==> config.mk <==
export PLATFORM = sky130hd
export DESIGN_NAME = row_box_blur_filter_unit
export DESIGN_NICKNAME = d
export VERILOG_FILES = /design/src/hw/rtl/rbb_pkg.sv /design/src/hw/rtl/rbb_front.sv /design/src/hw/rtl/rbb_queue.sv /design/src/hw/rtl/rbb_back.sv /design/src/hw/rtl/row_box_blur_filter_unit.sv
export SDC_FILE = /design/constraint.sdc
export NUM_CORES = 2
export LEC_CHECK = 0
export BUFFER_PORTS_ARGS = -buffer_cell sky130_fd_sc_hd__buf_2
export CAP_MARGIN = 5
export CORE_MARGIN = 4
export CORE_UTILIZATION = 45
export CTS_CLUSTER_DIAMETER = 60
export DETAILED_ROUTE_END_ITERATION = 7
export PLACE_DENSITY = 0.61
export SLEW_MARGIN = 20
export SYNTH_ARGS = -nofsm -noshare
export SYNTH_HDL_FRONTEND = slang
export SYNTH_SLANG_ARGS = --single-unit
==> constraint.sdc <==
create_clock -name clk -period 11.7 [get_ports clk]
set_clock_uncertainty 0.1 [all_clocks]
set_input_delay 0.585 -clock clk [delete_from_list [all_inputs] [get_ports clk]]
set_output_delay 0.585 -clock clk [all_outputs]
set_load 0.005 [all_outputs]
==> src/hw/rtl/rbb_pkg.sv <==
// ----------------------------------------------------------------------------
// rbb_pkg
// shared types and constants of the row box blur filter unit
// ----------------------------------------------------------------------------
`default_nettype none

package rbb_pkg;

  // pixel and position widths
  localparam int PIX_W      = 16;
  localparam int POS_W      = 12;
  localparam int WIDTH_W    = POS_W + 1;
  localparam int RAD_W      = 5;
  localparam int NORM_W     = 17;
  localparam int FRAC_W     = 16;
  localparam int SUM_W      = 23;
  localparam int CNT_W      = 6;
  localparam int IDX_W      = 3;

  // limits of the filter
  localparam int MAX_RADIUS = 31;
  localparam int MAX_WIDTH  = 4096;
  localparam int MAX_OUT    = 32;
  localparam int RING_DEPTH = 2 * MAX_RADIUS + 2;
  localparam int RING_AW    = $clog2(RING_DEPTH);

  // filter modes
  localparam logic MODE_BOX  = 1'b0;
  localparam logic MODE_BLUR = 1'b1;

  // configuration register indexes
  localparam logic [IDX_W-1:0] REG_MODE        = 3'd0;
  localparam logic [IDX_W-1:0] REG_RADIUS      = 3'd1;
  localparam logic [IDX_W-1:0] REG_NORM_RECIP  = 3'd2;
  localparam logic [IDX_W-1:0] REG_FRAC_WEIGHT = 3'd3;
  localparam logic [IDX_W-1:0] REG_THRESHOLD   = 3'd4;
  localparam logic [IDX_W-1:0] REG_ROW_WIDTH   = 3'd5;

  typedef struct packed {
    logic               mode;
    logic [RAD_W-1:0]   radius;
    logic [NORM_W-1:0]  norm_recip;
    logic [FRAC_W-1:0]  frac_weight;
    logic [PIX_W-1:0]   threshold;
    logic [WIDTH_W-1:0] row_width;
  } cfg_t;

  // one classified pixel: where it lands and which columns it releases
  typedef struct packed {
    logic [PIX_W-1:0] pixel;
    logic [POS_W-1:0] last;
    logic             at_end;
    logic [POS_W-1:0] first;
    logic [CNT_W-1:0] count;
  } job_t;

endpackage

`default_nettype wire

==> src/hw/rtl/rbb_front.sv <==
// ----------------------------------------------------------------------------
// rbb_front
// takes pixels, tracks row positions and works out the columns each releases
// ----------------------------------------------------------------------------
`default_nettype none

module rbb_front (
  input  wire logic                clk,
  input  wire logic                rst_n,
  input  wire rbb_pkg::cfg_t       cfg,
  input  wire logic                in_valid,
  output logic                     in_stall,
  input  wire logic [15:0]         in_pixel_in,
  input  wire logic                q_full,
  output logic                     q_push,
  output rbb_pkg::job_t            q_job
);
  import rbb_pkg::*;

  logic [POS_W-1:0]   in_pos_r, in_pos_nxt;
  logic [POS_W-1:0]   out_pos_r, out_pos_nxt;
  logic [RAD_W-1:0]   la;
  logic [WIDTH_W-1:0] w_eff;
  logic [POS_W:0]     p_ext, op_ext, la_ext, span_end, span_mid, avail;
  logic               at_end;
  logic [CNT_W-1:0]   count;

  assign in_stall = q_full;
  assign q_push   = in_valid && !q_full;

  always_comb begin
    la = (cfg.mode == MODE_BOX) ? cfg.radius : RAD_W'(1);
    if (cfg.row_width == '0) begin
      w_eff = WIDTH_W'(1);
    end else if (cfg.row_width > WIDTH_W'(MAX_WIDTH)) begin
      w_eff = WIDTH_W'(MAX_WIDTH);
    end else begin
      w_eff = cfg.row_width;
    end
    p_ext    = {1'b0, in_pos_r};
    op_ext   = {1'b0, out_pos_r};
    la_ext   = (POS_W + 1)'(la);
    at_end   = (p_ext + (POS_W + 1)'(1)) >= w_eff;
    span_end = p_ext - op_ext + (POS_W + 1)'(1);
    span_mid = p_ext - op_ext - la_ext + (POS_W + 1)'(1);
    if (at_end) begin
      avail = span_end;
    end else if (op_ext + la_ext <= p_ext) begin
      avail = span_mid;
    end else begin
      avail = '0;
    end
    // at most a burst of results per pixel, the rest of a row end is lost
    count = (avail > (POS_W + 1)'(MAX_OUT)) ? CNT_W'(MAX_OUT) : avail[CNT_W-1:0];

    in_pos_nxt  = at_end ? '0 : in_pos_r + POS_W'(1);
    out_pos_nxt = at_end ? '0 : out_pos_r + POS_W'(count);
  end

  always_comb begin
    q_job.pixel  = in_pixel_in;
    q_job.last   = in_pos_r;
    q_job.at_end = at_end;
    q_job.first  = out_pos_r;
    q_job.count  = count;
  end

  always_ff @(posedge clk) begin
    if (!rst_n) begin
      in_pos_r  <= '0;
      out_pos_r <= '0;
    end else if (q_push) begin
      in_pos_r  <= in_pos_nxt;
      out_pos_r <= out_pos_nxt;
    end
  end

endmodule

`default_nettype wire

==> src/hw/rtl/rbb_queue.sv <==
// ----------------------------------------------------------------------------
// rbb_queue
// short job queue between the front and the back
// ----------------------------------------------------------------------------
`default_nettype none

module rbb_queue (
  input  wire logic          clk,
  input  wire logic          rst_n,
  input  wire logic          push,
  input  wire rbb_pkg::job_t push_job,
  output logic               full,
  input  wire logic          pop,
  output rbb_pkg::job_t      head,
  output logic               empty
);
  import rbb_pkg::*;

  localparam int DEPTH = 4;
  localparam int AW    = $clog2(DEPTH);

  job_t          entries_r [DEPTH];
  logic [AW-1:0] wr_ptr_r, rd_ptr_r;
  logic [AW:0]   fill_r, fill_nxt;

  assign full  = (fill_r == (AW + 1)'(DEPTH));
  assign empty = (fill_r == '0);
  assign head  = entries_r[rd_ptr_r];

  always_comb begin
    fill_nxt = fill_r;
    if (push && !pop) begin
      fill_nxt = fill_r + (AW + 1)'(1);
    end else if (pop && !push) begin
      fill_nxt = fill_r - (AW + 1)'(1);
    end
  end

  always_ff @(posedge clk) begin
    if (!rst_n) begin
      wr_ptr_r <= '0;
      rd_ptr_r <= '0;
      fill_r   <= '0;
    end else begin
      fill_r <= fill_nxt;
      if (push) begin
        wr_ptr_r <= wr_ptr_r + AW'(1);
      end
      if (pop) begin
        rd_ptr_r <= rd_ptr_r + AW'(1);
      end
    end
  end

  always_ff @(posedge clk) begin
    if (push) begin
      entries_r[wr_ptr_r] <= push_job;
    end
  end

endmodule

`default_nettype wire

==> src/hw/rtl/rbb_back.sv <==
// ----------------------------------------------------------------------------
// rbb_back
// window ring, tap sequencer, shared multiplier and result register
// ----------------------------------------------------------------------------
`default_nettype none

module rbb_back (
  input  wire logic          clk,
  input  wire logic          rst_n,
  input  wire rbb_pkg::cfg_t cfg,
  input  wire logic          shape_wr,
  input  wire logic          q_empty,
  input  wire rbb_pkg::job_t q_head,
  output logic               q_pop,
  output logic               out_valid,
  input  wire logic          out_stall,
  output logic [15:0]        out_pixel_out,
  output logic [11:0]        out_column,
  output logic               out_row_end
);
  import rbb_pkg::*;

  localparam int PROD_W = SUM_W + NORM_W;
  localparam int TAP_W  = RAD_W + 1;
  localparam int IDX_SW = POS_W + 2;
  localparam int T_W    = PIX_W + 2;

  localparam logic [2:0] S_IDLE  = 3'd0;
  localparam logic [2:0] S_SETUP = 3'd1;
  localparam logic [2:0] S_TAP   = 3'd2;
  localparam logic [2:0] S_DRAIN = 3'd3;
  localparam logic [2:0] S_MUL   = 3'd4;
  localparam logic [2:0] S_MID   = 3'd5;
  localparam logic [2:0] S_FIN   = 3'd6;
  localparam logic [2:0] S_OUT   = 3'd7;

  // column kinds
  localparam logic [1:0] K_RECOMP = 2'd0;
  localparam logic [1:0] K_INCR   = 2'd1;
  localparam logic [1:0] K_BLUR   = 2'd2;
  localparam logic [1:0] K_COPY   = 2'd3;

  // tap roles
  localparam logic [1:0] R_ADD = 2'd0;
  localparam logic [1:0] R_SUB = 2'd1;
  localparam logic [1:0] R_CTR = 2'd2;

  localparam logic [PROD_W:0] ROUND_HALF = (PROD_W + 1)'(32768);

  logic [2:0]          state_r, state_nxt;
  logic [PIX_W-1:0]    ring_mem [RING_DEPTH];
  logic [PIX_W-1:0]    rd_data_r;
  logic [PIX_W-1:0]    left_edge_r;
  logic [POS_W-1:0]    c_r, last_r;
  logic                at_end_r;
  logic [CNT_W-1:0]    rem_r;
  logic [1:0]          kind_r, setup_kind;
  logic [TAP_W-1:0]    tap_r, tap_last_r, setup_tap_last;
  logic                pass2_r;
  logic                rd_en_r, rd_left_r;
  logic [1:0]          rd_role_r, tap_role;
  logic [SUM_W-1:0]    window_sum_r;
  logic [PIX_W-1:0]    centre_r;
  logic                sum_valid_r;
  logic [PROD_W-1:0]   prod_r, mul_p;
  logic [SUM_W-1:0]    mul_a;
  logic [NORM_W-1:0]   mul_b;
  logic [T_W-1:0]      t_r, t_calc;
  logic [PIX_W-1:0]    res_r, fin_val, sat_val;
  logic [PROD_W:0]     rnd_fin;
  logic [PROD_W-1:0]   rnd_mid;
  logic [PROD_W-16:0]  shifted;
  logic signed [IDX_SW-1:0] c_s, last_s, r_s, tap_idx, tap_clamped;
  logic                use_left;
  logic [RING_AW-1:0]  tap_addr;
  logic [PIX_W-1:0]    tap_data;
  logic                out_valid_r;
  logic [PIX_W-1:0]    out_pixel_r;
  logic [POS_W-1:0]    out_column_r;
  logic                out_row_end_r;
  logic                out_free, col_done, last_col;

  assign out_valid     = out_valid_r;
  assign out_pixel_out = out_pixel_r;
  assign out_column    = out_column_r;
  assign out_row_end   = out_row_end_r;

  assign q_pop    = (state_r == S_IDLE) && !q_empty;
  assign out_free = !out_valid_r || !out_stall;
  assign col_done = (state_r == S_OUT) && out_free;
  assign last_col = (rem_r == CNT_W'(1));

  // column kind and tap count
  always_comb begin
    if (cfg.mode == MODE_BOX) begin
      setup_kind = sum_valid_r ? K_INCR : K_RECOMP;
    end else if ((c_r == '0) || (at_end_r && (c_r == last_r))) begin
      setup_kind = K_COPY;
    end else begin
      setup_kind = K_BLUR;
    end
    unique case (setup_kind)
      K_RECOMP: setup_tap_last = {cfg.radius, 1'b0};
      K_INCR:   setup_tap_last = TAP_W'(1);
      K_BLUR:   setup_tap_last = TAP_W'(2);
      K_COPY:   setup_tap_last = '0;
    endcase
  end

  // tap position, edge clamp and ring address
  always_comb begin
    c_s    = signed'({2'b00, c_r});
    last_s = signed'({2'b00, last_r});
    r_s    = signed'(IDX_SW'(cfg.radius));
    unique case (kind_r)
      K_RECOMP: begin
        tap_idx  = c_s - r_s + signed'(IDX_SW'(tap_r));
        tap_role = R_ADD;
      end
      K_INCR: begin
        // new right tap in, old left tap out
        tap_idx  = (tap_r == '0) ? c_s + r_s : c_s - r_s - IDX_SW'(1);
        tap_role = (tap_r == '0) ? R_ADD : R_SUB;
      end
      K_BLUR: begin
        if (tap_r == '0) begin
          tap_idx = c_s - IDX_SW'(1);
        end else if (tap_r == TAP_W'(1)) begin
          tap_idx = c_s + IDX_SW'(1);
        end else begin
          tap_idx = c_s;
        end
        tap_role = (tap_r == TAP_W'(2)) ? R_CTR : R_ADD;
      end
      K_COPY: begin
        tap_idx  = c_s;
        tap_role = R_CTR;
      end
    endcase
    tap_clamped = (tap_idx > last_s) ? last_s : tap_idx;
    use_left    = (tap_clamped <= 0);
    tap_addr    = tap_clamped[RING_AW-1:0];
  end

  assign tap_data = rd_left_r ? left_edge_r : rd_data_r;

  // shared multiplier and rounding
  always_comb begin
    mul_a   = pass2_r ? SUM_W'(t_r) : window_sum_r;
    mul_b   = ((kind_r == K_BLUR) && !pass2_r) ? NORM_W'(cfg.frac_weight) : cfg.norm_recip;
    mul_p   = PROD_W'(mul_a) * PROD_W'(mul_b);
    rnd_mid = prod_r + PROD_W'(32768);
    t_calc  = T_W'(rnd_mid[PROD_W-1:16]) + T_W'(centre_r);
    rnd_fin = (PROD_W + 1)'(prod_r) + ROUND_HALF;
    shifted = rnd_fin[PROD_W:16];
    sat_val = (shifted > (PROD_W - 15)'({PIX_W{1'b1}})) ? {PIX_W{1'b1}} : shifted[PIX_W-1:0];
    fin_val = (sat_val < cfg.threshold) ? '0 : sat_val;
  end

  always_comb begin
    state_nxt = state_r;
    unique case (state_r)
      S_IDLE: begin
        if (q_pop && (q_head.count != '0)) begin
          state_nxt = S_SETUP;
        end
      end
      S_SETUP: state_nxt = S_TAP;
      S_TAP: begin
        if (tap_r == tap_last_r) begin
          state_nxt = S_DRAIN;
        end
      end
      S_DRAIN: state_nxt = S_MUL;
      S_MUL: begin
        if (kind_r == K_COPY) begin
          state_nxt = S_OUT;
        end else if ((kind_r == K_BLUR) && !pass2_r) begin
          state_nxt = S_MID;
        end else begin
          state_nxt = S_FIN;
        end
      end
      S_MID: state_nxt = S_MUL;
      S_FIN: state_nxt = S_OUT;
      S_OUT: begin
        if (out_free) begin
          state_nxt = last_col ? S_IDLE : S_SETUP;
        end
      end
      default: state_nxt = S_IDLE;
    endcase
  end

  // window ring
  always_ff @(posedge clk) begin
    if (q_pop) begin
      ring_mem[q_head.last[RING_AW-1:0]] <= q_head.pixel;
    end
    if (state_r == S_TAP) begin
      rd_data_r <= ring_mem[tap_addr];
    end
  end

  // control
  always_ff @(posedge clk) begin
    if (!rst_n) begin
      state_r     <= S_IDLE;
      rd_en_r     <= 1'b0;
      sum_valid_r <= 1'b0;
      out_valid_r <= 1'b0;
      left_edge_r <= '0;
      window_sum_r <= '0;
    end else begin
      state_r <= state_nxt;
      rd_en_r <= (state_r == S_TAP);

      if (q_pop && (q_head.last == '0)) begin
        left_edge_r <= q_head.pixel;
      end

      // running sum
      if ((state_r == S_SETUP) && (setup_kind != K_INCR)) begin
        window_sum_r <= '0;
      end else if (rd_en_r && (rd_role_r == R_ADD)) begin
        window_sum_r <= window_sum_r + SUM_W'(tap_data);
      end else if (rd_en_r && (rd_role_r == R_SUB)) begin
        window_sum_r <= window_sum_r - SUM_W'(tap_data);
      end

      // the running sum only carries over to the next column of the same row
      if (shape_wr) begin
        sum_valid_r <= 1'b0;
      end else if ((state_r == S_MUL) && ((kind_r == K_RECOMP) || (kind_r == K_INCR))) begin
        sum_valid_r <= 1'b1;
      end else if (col_done && last_col && at_end_r) begin
        sum_valid_r <= 1'b0;
      end else if (q_pop && (q_head.count == '0) && q_head.at_end) begin
        sum_valid_r <= 1'b0;
      end

      if (col_done) begin
        out_valid_r <= 1'b1;
      end else if (!out_stall) begin
        out_valid_r <= 1'b0;
      end
    end
  end

  // datapath
  always_ff @(posedge clk) begin
    if (q_pop) begin
      c_r      <= q_head.first;
      last_r   <= q_head.last;
      at_end_r <= q_head.at_end;
      rem_r    <= q_head.count;
    end else if (col_done) begin
      c_r   <= c_r + POS_W'(1);
      rem_r <= rem_r - CNT_W'(1);
    end

    if (state_r == S_SETUP) begin
      kind_r     <= setup_kind;
      tap_last_r <= setup_tap_last;
      tap_r      <= '0;
      pass2_r    <= 1'b0;
    end else if (state_r == S_TAP) begin
      tap_r <= tap_r + TAP_W'(1);
    end else if (state_r == S_MID) begin
      pass2_r <= 1'b1;
    end

    rd_left_r <= use_left;
    rd_role_r <= tap_role;
    if (rd_en_r && (rd_role_r == R_CTR)) begin
      centre_r <= tap_data;
    end

    if ((state_r == S_MUL) && (kind_r != K_COPY)) begin
      prod_r <= mul_p;
    end
    if (state_r == S_MID) begin
      t_r <= t_calc;
    end
    if ((state_r == S_MUL) && (kind_r == K_COPY)) begin
      res_r <= centre_r;
    end else if (state_r == S_FIN) begin
      res_r <= fin_val;
    end

    if (col_done) begin
      out_pixel_r   <= res_r;
      out_column_r  <= c_r;
      out_row_end_r <= at_end_r && (c_r == last_r);
    end
  end

endmodule

`default_nettype wire

==> src/hw/rtl/row_box_blur_filter_unit.sv <==
// ----------------------------------------------------------------------------
// row_box_blur_filter_unit
// row box average and fractional three-tap blur over a pixel stream
// ----------------------------------------------------------------------------
//
//   channel   ports                                         direction
//   -------   --------------------------------------------  ---------
//   in        in_valid, in_stall, in_pixel_in               pixels in
//   out       out_valid, out_stall, out_pixel_out,          results out
//             out_column, out_row_end
//   cfg       cfg_we, cfg_index, cfg_wdata                  register writes
//
// the front takes one pixel a cycle while the four-entry job queue has room
// per result column the tap sequencer reads its taps through the single ring
// read port: the new right and old left taps in box mode with the running sum,
// the whole window when the sum is rebuilt (row start or after a mode or radius
// write), both neighbours and the centre for a blurred column and the centre
// alone for a copied end pixel; each pixel's job is popped and written to the ring
// synchronous active-low reset; the ring needs no clearing pass
// out_stall holds the result register and backs up through the queue to in_stall
//
`default_nettype none

module row_box_blur_filter_unit (
  input  wire logic        clk,
  input  wire logic        rst_n,
  // pixel transactions
  input  wire logic        in_valid,
  output logic             in_stall,
  input  wire logic [15:0] in_pixel_in,
  // result transactions
  output logic             out_valid,
  input  wire logic        out_stall,
  output logic [15:0]      out_pixel_out,
  output logic [11:0]      out_column,
  output logic             out_row_end,
  // register writes
  input  wire logic        cfg_we,
  input  wire logic [2:0]  cfg_index,
  input  wire logic [16:0] cfg_wdata
);
  import rbb_pkg::*;

  cfg_t cfg_r;
  job_t push_job, head_job;
  logic q_push, q_full, q_pop, q_empty;
  logic shape_wr;

  // a mode or radius write makes the running box sum stale
  assign shape_wr = cfg_we && ((cfg_index == REG_MODE) || (cfg_index == REG_RADIUS));

  // configuration registers, writes beyond the list are dropped
  always_ff @(posedge clk) begin
    if (!rst_n) begin
      cfg_r.mode        <= MODE_BOX;
      cfg_r.radius      <= RAD_W'(1);
      cfg_r.norm_recip  <= NORM_W'(21845);
      cfg_r.frac_weight <= '0;
      cfg_r.threshold   <= PIX_W'(1);
      cfg_r.row_width   <= WIDTH_W'(MAX_WIDTH);
    end else if (cfg_we) begin
      unique case (cfg_index)
        REG_MODE:        cfg_r.mode        <= cfg_wdata[0];
        REG_RADIUS:      cfg_r.radius      <= cfg_wdata[RAD_W-1:0];
        REG_NORM_RECIP:  cfg_r.norm_recip  <= cfg_wdata[NORM_W-1:0];
        REG_FRAC_WEIGHT: cfg_r.frac_weight <= cfg_wdata[FRAC_W-1:0];
        REG_THRESHOLD:   cfg_r.threshold   <= cfg_wdata[PIX_W-1:0];
        REG_ROW_WIDTH:   cfg_r.row_width   <= cfg_wdata[WIDTH_W-1:0];
        default: begin
        end
      endcase
    end
  end

  // front: row position tracking and release of due columns
  rbb_front u_front (
    .clk        (clk),
    .rst_n      (rst_n),
    .cfg        (cfg_r),
    .in_valid   (in_valid),
    .in_stall   (in_stall),
    .in_pixel_in(in_pixel_in),
    .q_full     (q_full),
    .q_push     (q_push),
    .q_job      (push_job)
  );

  // job queue decouples pixel intake from result production
  rbb_queue u_queue (
    .clk     (clk),
    .rst_n   (rst_n),
    .push    (q_push),
    .push_job(push_job),
    .full    (q_full),
    .pop     (q_pop),
    .head    (head_job),
    .empty   (q_empty)
  );

  // back: ring write, window taps, normalising and the result register
  rbb_back u_back (
    .clk          (clk),
    .rst_n        (rst_n),
    .cfg          (cfg_r),
    .shape_wr     (shape_wr),
    .q_empty      (q_empty),
    .q_head       (head_job),
    .q_pop        (q_pop),
    .out_valid    (out_valid),
    .out_stall    (out_stall),
    .out_pixel_out(out_pixel_out),
    .out_column   (out_column),
    .out_row_end  (out_row_end)
  );

endmodule

`default_nettype wire

==> results.tsv <==
metric	value	unit
pin count of the biggest net entering global routing	98	
CTS tree	built	
Critical Path Fanout Max	34	
HP Start	out_stall	
initial antenna violation count	4	
worst path arrival time	10300	ps
Worst path most repeated cell	fa_1	
later-pin clock latency in the skew report	800	ps
Area Growth Syn to Fin	11.96	%
initial cell density of the core	45.20	%
fin. max-slew vios	0	
HP Class	in2reg	
ys async rst share	0	%
Synth Area in Adders	12.46	%
Post-synth EDFFs	1371	
Compound-Gate Fraction of Synth Area	6.275	%
Seq cells post-synth	1527	
Starting DRT DRC Count	5529	
DR vias	53010	
hpwl dp	147900	um
final worst slack	1814	ps
final core utilization	50.61	%
Tot GR Track Use	23.71	%
largest family of logic cells by synthesized area	simple AND/OR/NAND/NOR gates	
Setup TNS	0	ps
global-route wire length before repair	331800	um
CP delay by family, top	adder cells	
area of the multi-input gates	32270	sq um
I/O pin cnt	72	
placed insts	9052	
status	finished clean	
Site Rows	154	
Setup Viol. Count Final	0	
Crit Path Category	reg2reg	
reg2reg start	u_back.kind_r[0]$_DFFE_PP_	
hold endpoint	u_back.out_valid$_SDFFE_PN0P_	
register area	44300	sq um
final hold viol count	0	
fraction of layout cells with a size suffix above 1	9.024	%
Worst EP required	12120	ps
WL/cell	23.53	um
CP max-delay cell	mux2_2	
Max-slew headroom	19.76	%
Vias/cell	5.640	
grt total ovfl	0	
distinct cell type count after synthesis	87	
Critical Path Stages	29	
vias in the first global route	51910	
Finished Layout Cells	9400	
max capacitance violation total	0	
Least-Margin Pin Slew	1170	ps
top post-synthesis cells by area	edfxtp_1, fa_1, nand2_1, ha_1, mux2i_1	
XOR/XNOR share of the synthesized area	2.337	%
post-synthesis mux area share	6.290	%
H-tree levels	4	
most frequent cells in the layout	edfxtp_1, nand2_1, inv_1	
sequential area share after synthesis	55.64	%
number of buffers created by CTS	171	
Die H	428.6	um
post-route ant nets	0	
Worst Setup Start Kind	flip-flop	
ys flop type	edfxtp_1	
Worst-path clk slew	60	ps
RSZ-0062 raised after global routing	no	
die area	183700	sq um
DR pass1 iterations	6	
crit share post-route	84.49	%
dpl ws	1924	ps
hold path cells	3	
min Tclk post-route	9886	ps
CP Capture Type	flip-flop	
root buf cell	clkbuf_16	
CTS Sinks	1527	
Mapped Area	79600	sq um
port buffer count	71	
Syn Area/Cell	11.73	sq um
r2r worst-path depth	29	
Setup Buffers After CTS	0	
cell count after synthesis	6784	
Total Wirelength	221200	um
Yosys top cell by area	edfxtp_1	
crit path buf inv count	6	
YS warnings	0	
Nets	7561	
GP Congestion	0.9575	
die extent in x	428.6	um
fill count	15300	
Core Region	176100	sq um
DRC viols	0	
reg-to-reg critical path endpoint	u_back.prod_r[31]$_DFFE_PP_	
top-area cell type share of the netlist area	51.72	%
most common cell after layout, fill and taps aside	edfxtp_1	
Max Root-Sink Buffers	3	
Net Count, Synth	7425	
Max Fclk	101.2	MHz
post-synthesis simple-gate area fraction	12.88	%
flop2flop setup slack	1810	ps
CP peak stage delay	800	ps
==> worst max path at each step <==
stage	from	slack, ps	endpoint
3_5_place_dp	u_back.kind_r[0]$_DFFE_PP_	1920	u_back.prod_r[31]$_DFFE_PP_
3_3_place_gp	u_back.kind_r[0]$_DFFE_PP_	2070	u_back.prod_r[36]$_DFFE_PP_
6_report	u_back.kind_r[0]$_DFFE_PP_	1810	u_back.prod_r[31]$_DFFE_PP_
5_1_grt	u_back.kind_r[0]$_DFFE_PP_	1380	u_back.prod_r[31]$_DFFE_PP_
4_1_cts	u_back.kind_r[0]$_DFFE_PP_	1840	u_back.prod_r[31]$_DFFE_PP_
2_1_floorplan	u_back.kind_r[0]$_DFFE_PP_	3560	u_back.prod_r[31]$_DFFE_PP_
==> layer usage <==
metal / wire length (um) / up-vias / part of all wire [%] / track usage (%)
met1: 96010 / 26370 / 43 / 33.99
met4: 7998 / 0 / 3.6 / 8.331
met5: 0 / - / 0 / 0
li1: - / 24170 / - / -
met2: 100100 / 2078 / 45 / 36.54
met3: 17110 / 398 / 7.7 / 4.148
==> registers in the layout, summed over array words and instances, names as in the netlist, 3 cells and up, named ones only <==
signal	count
u_back.prod_r	25
u_back.tap_last_r	6
u_back.t_r	18
u_back.state_r	3
u_back.out_pixel_out	16
u_queue.entries_r	188
u_back.window_sum_r	23
u_back.ring_mem	1024
u_back.centre_r	16
u_back.rd_data_r	16
u_queue.fill_r	3
u_front.in_pos_r	12
u_back.rem_r	6
cfg_r	68
u_back.tap_r	6
u_back.out_column	12
u_back.c_r	12
u_back.res_r	16
u_back.left_edge_r	16
u_back.last_r	12
u_front.out_pos_r	12
==> logic make-up (layout without fill, tap and decap cells) <==
family / Yosys count / after routing
buf+inv: 828 / 1103
xor+xnor: 209 / 209
flops: 1527 / 1527
simple gates: 2382 / 2382
mux: 435 / 435
fa+ha+maj: 600 / 600
other cells: 0 / 1
compound gates: 803 / 803
==> tightest hold or removal path: cells and delay by family <==
| kind | cells | cell delay (ps) |
|---|---|---|
| AND/OR/NAND/NOR | 1 | 150 |
| buffers and inverters | 1 | 130 |
| AO/OA/AOI/OAI | 1 | 80 |
==> synth_stat cells, drive strengths merged, types with 72 or more instances <==
master	n
nand2	1192
buf	100
inv	504
dfxtp	156
ha	279
mux2i	345
nor2	470
xnor2	135
nand3	376
xor2	72
edfxtp	1371
a21oi	295
fa	321
o21ai	174
clkbuf	221
nor3	86
==> per-stage QoR <==
stage	cell area (sq um)	hold slack (ps)
2_1_floorplan	79600	300.3
3_3_place_gp	83140	307.1
3_5_place_dp	83160	304.5
4_1_cts	89080	46.82
5_1_grt	89120	83.46
6_report	89130	99.68
==> final cells by class <==
type | instances | share of cell area, %
Multi-Input combinational cell | 4429 | 36.21
Clock buffer | 227 | 5.142
Inverter | 507 | 2.137
Tap cell | 2340 | 3.285
Clock inverter | 85 | 1.115
Sequential cell | 1527 | 49.70
Antenna cell | 1 | 0.002808
Timing Repair Buffer | 284 | 2.408
==> repair_timing <==
action                                  4_1_cts  5_1_grt
endpoints found under the setup margin        0        0
hold endpoints to repair                    129        0
hold buffers                                 34        0
gates resized for setup                       0        0
Power is left out: the tool's default activity adds up to more than one toggle a clock period on the data nets, which glitch-free logic cannot reach.
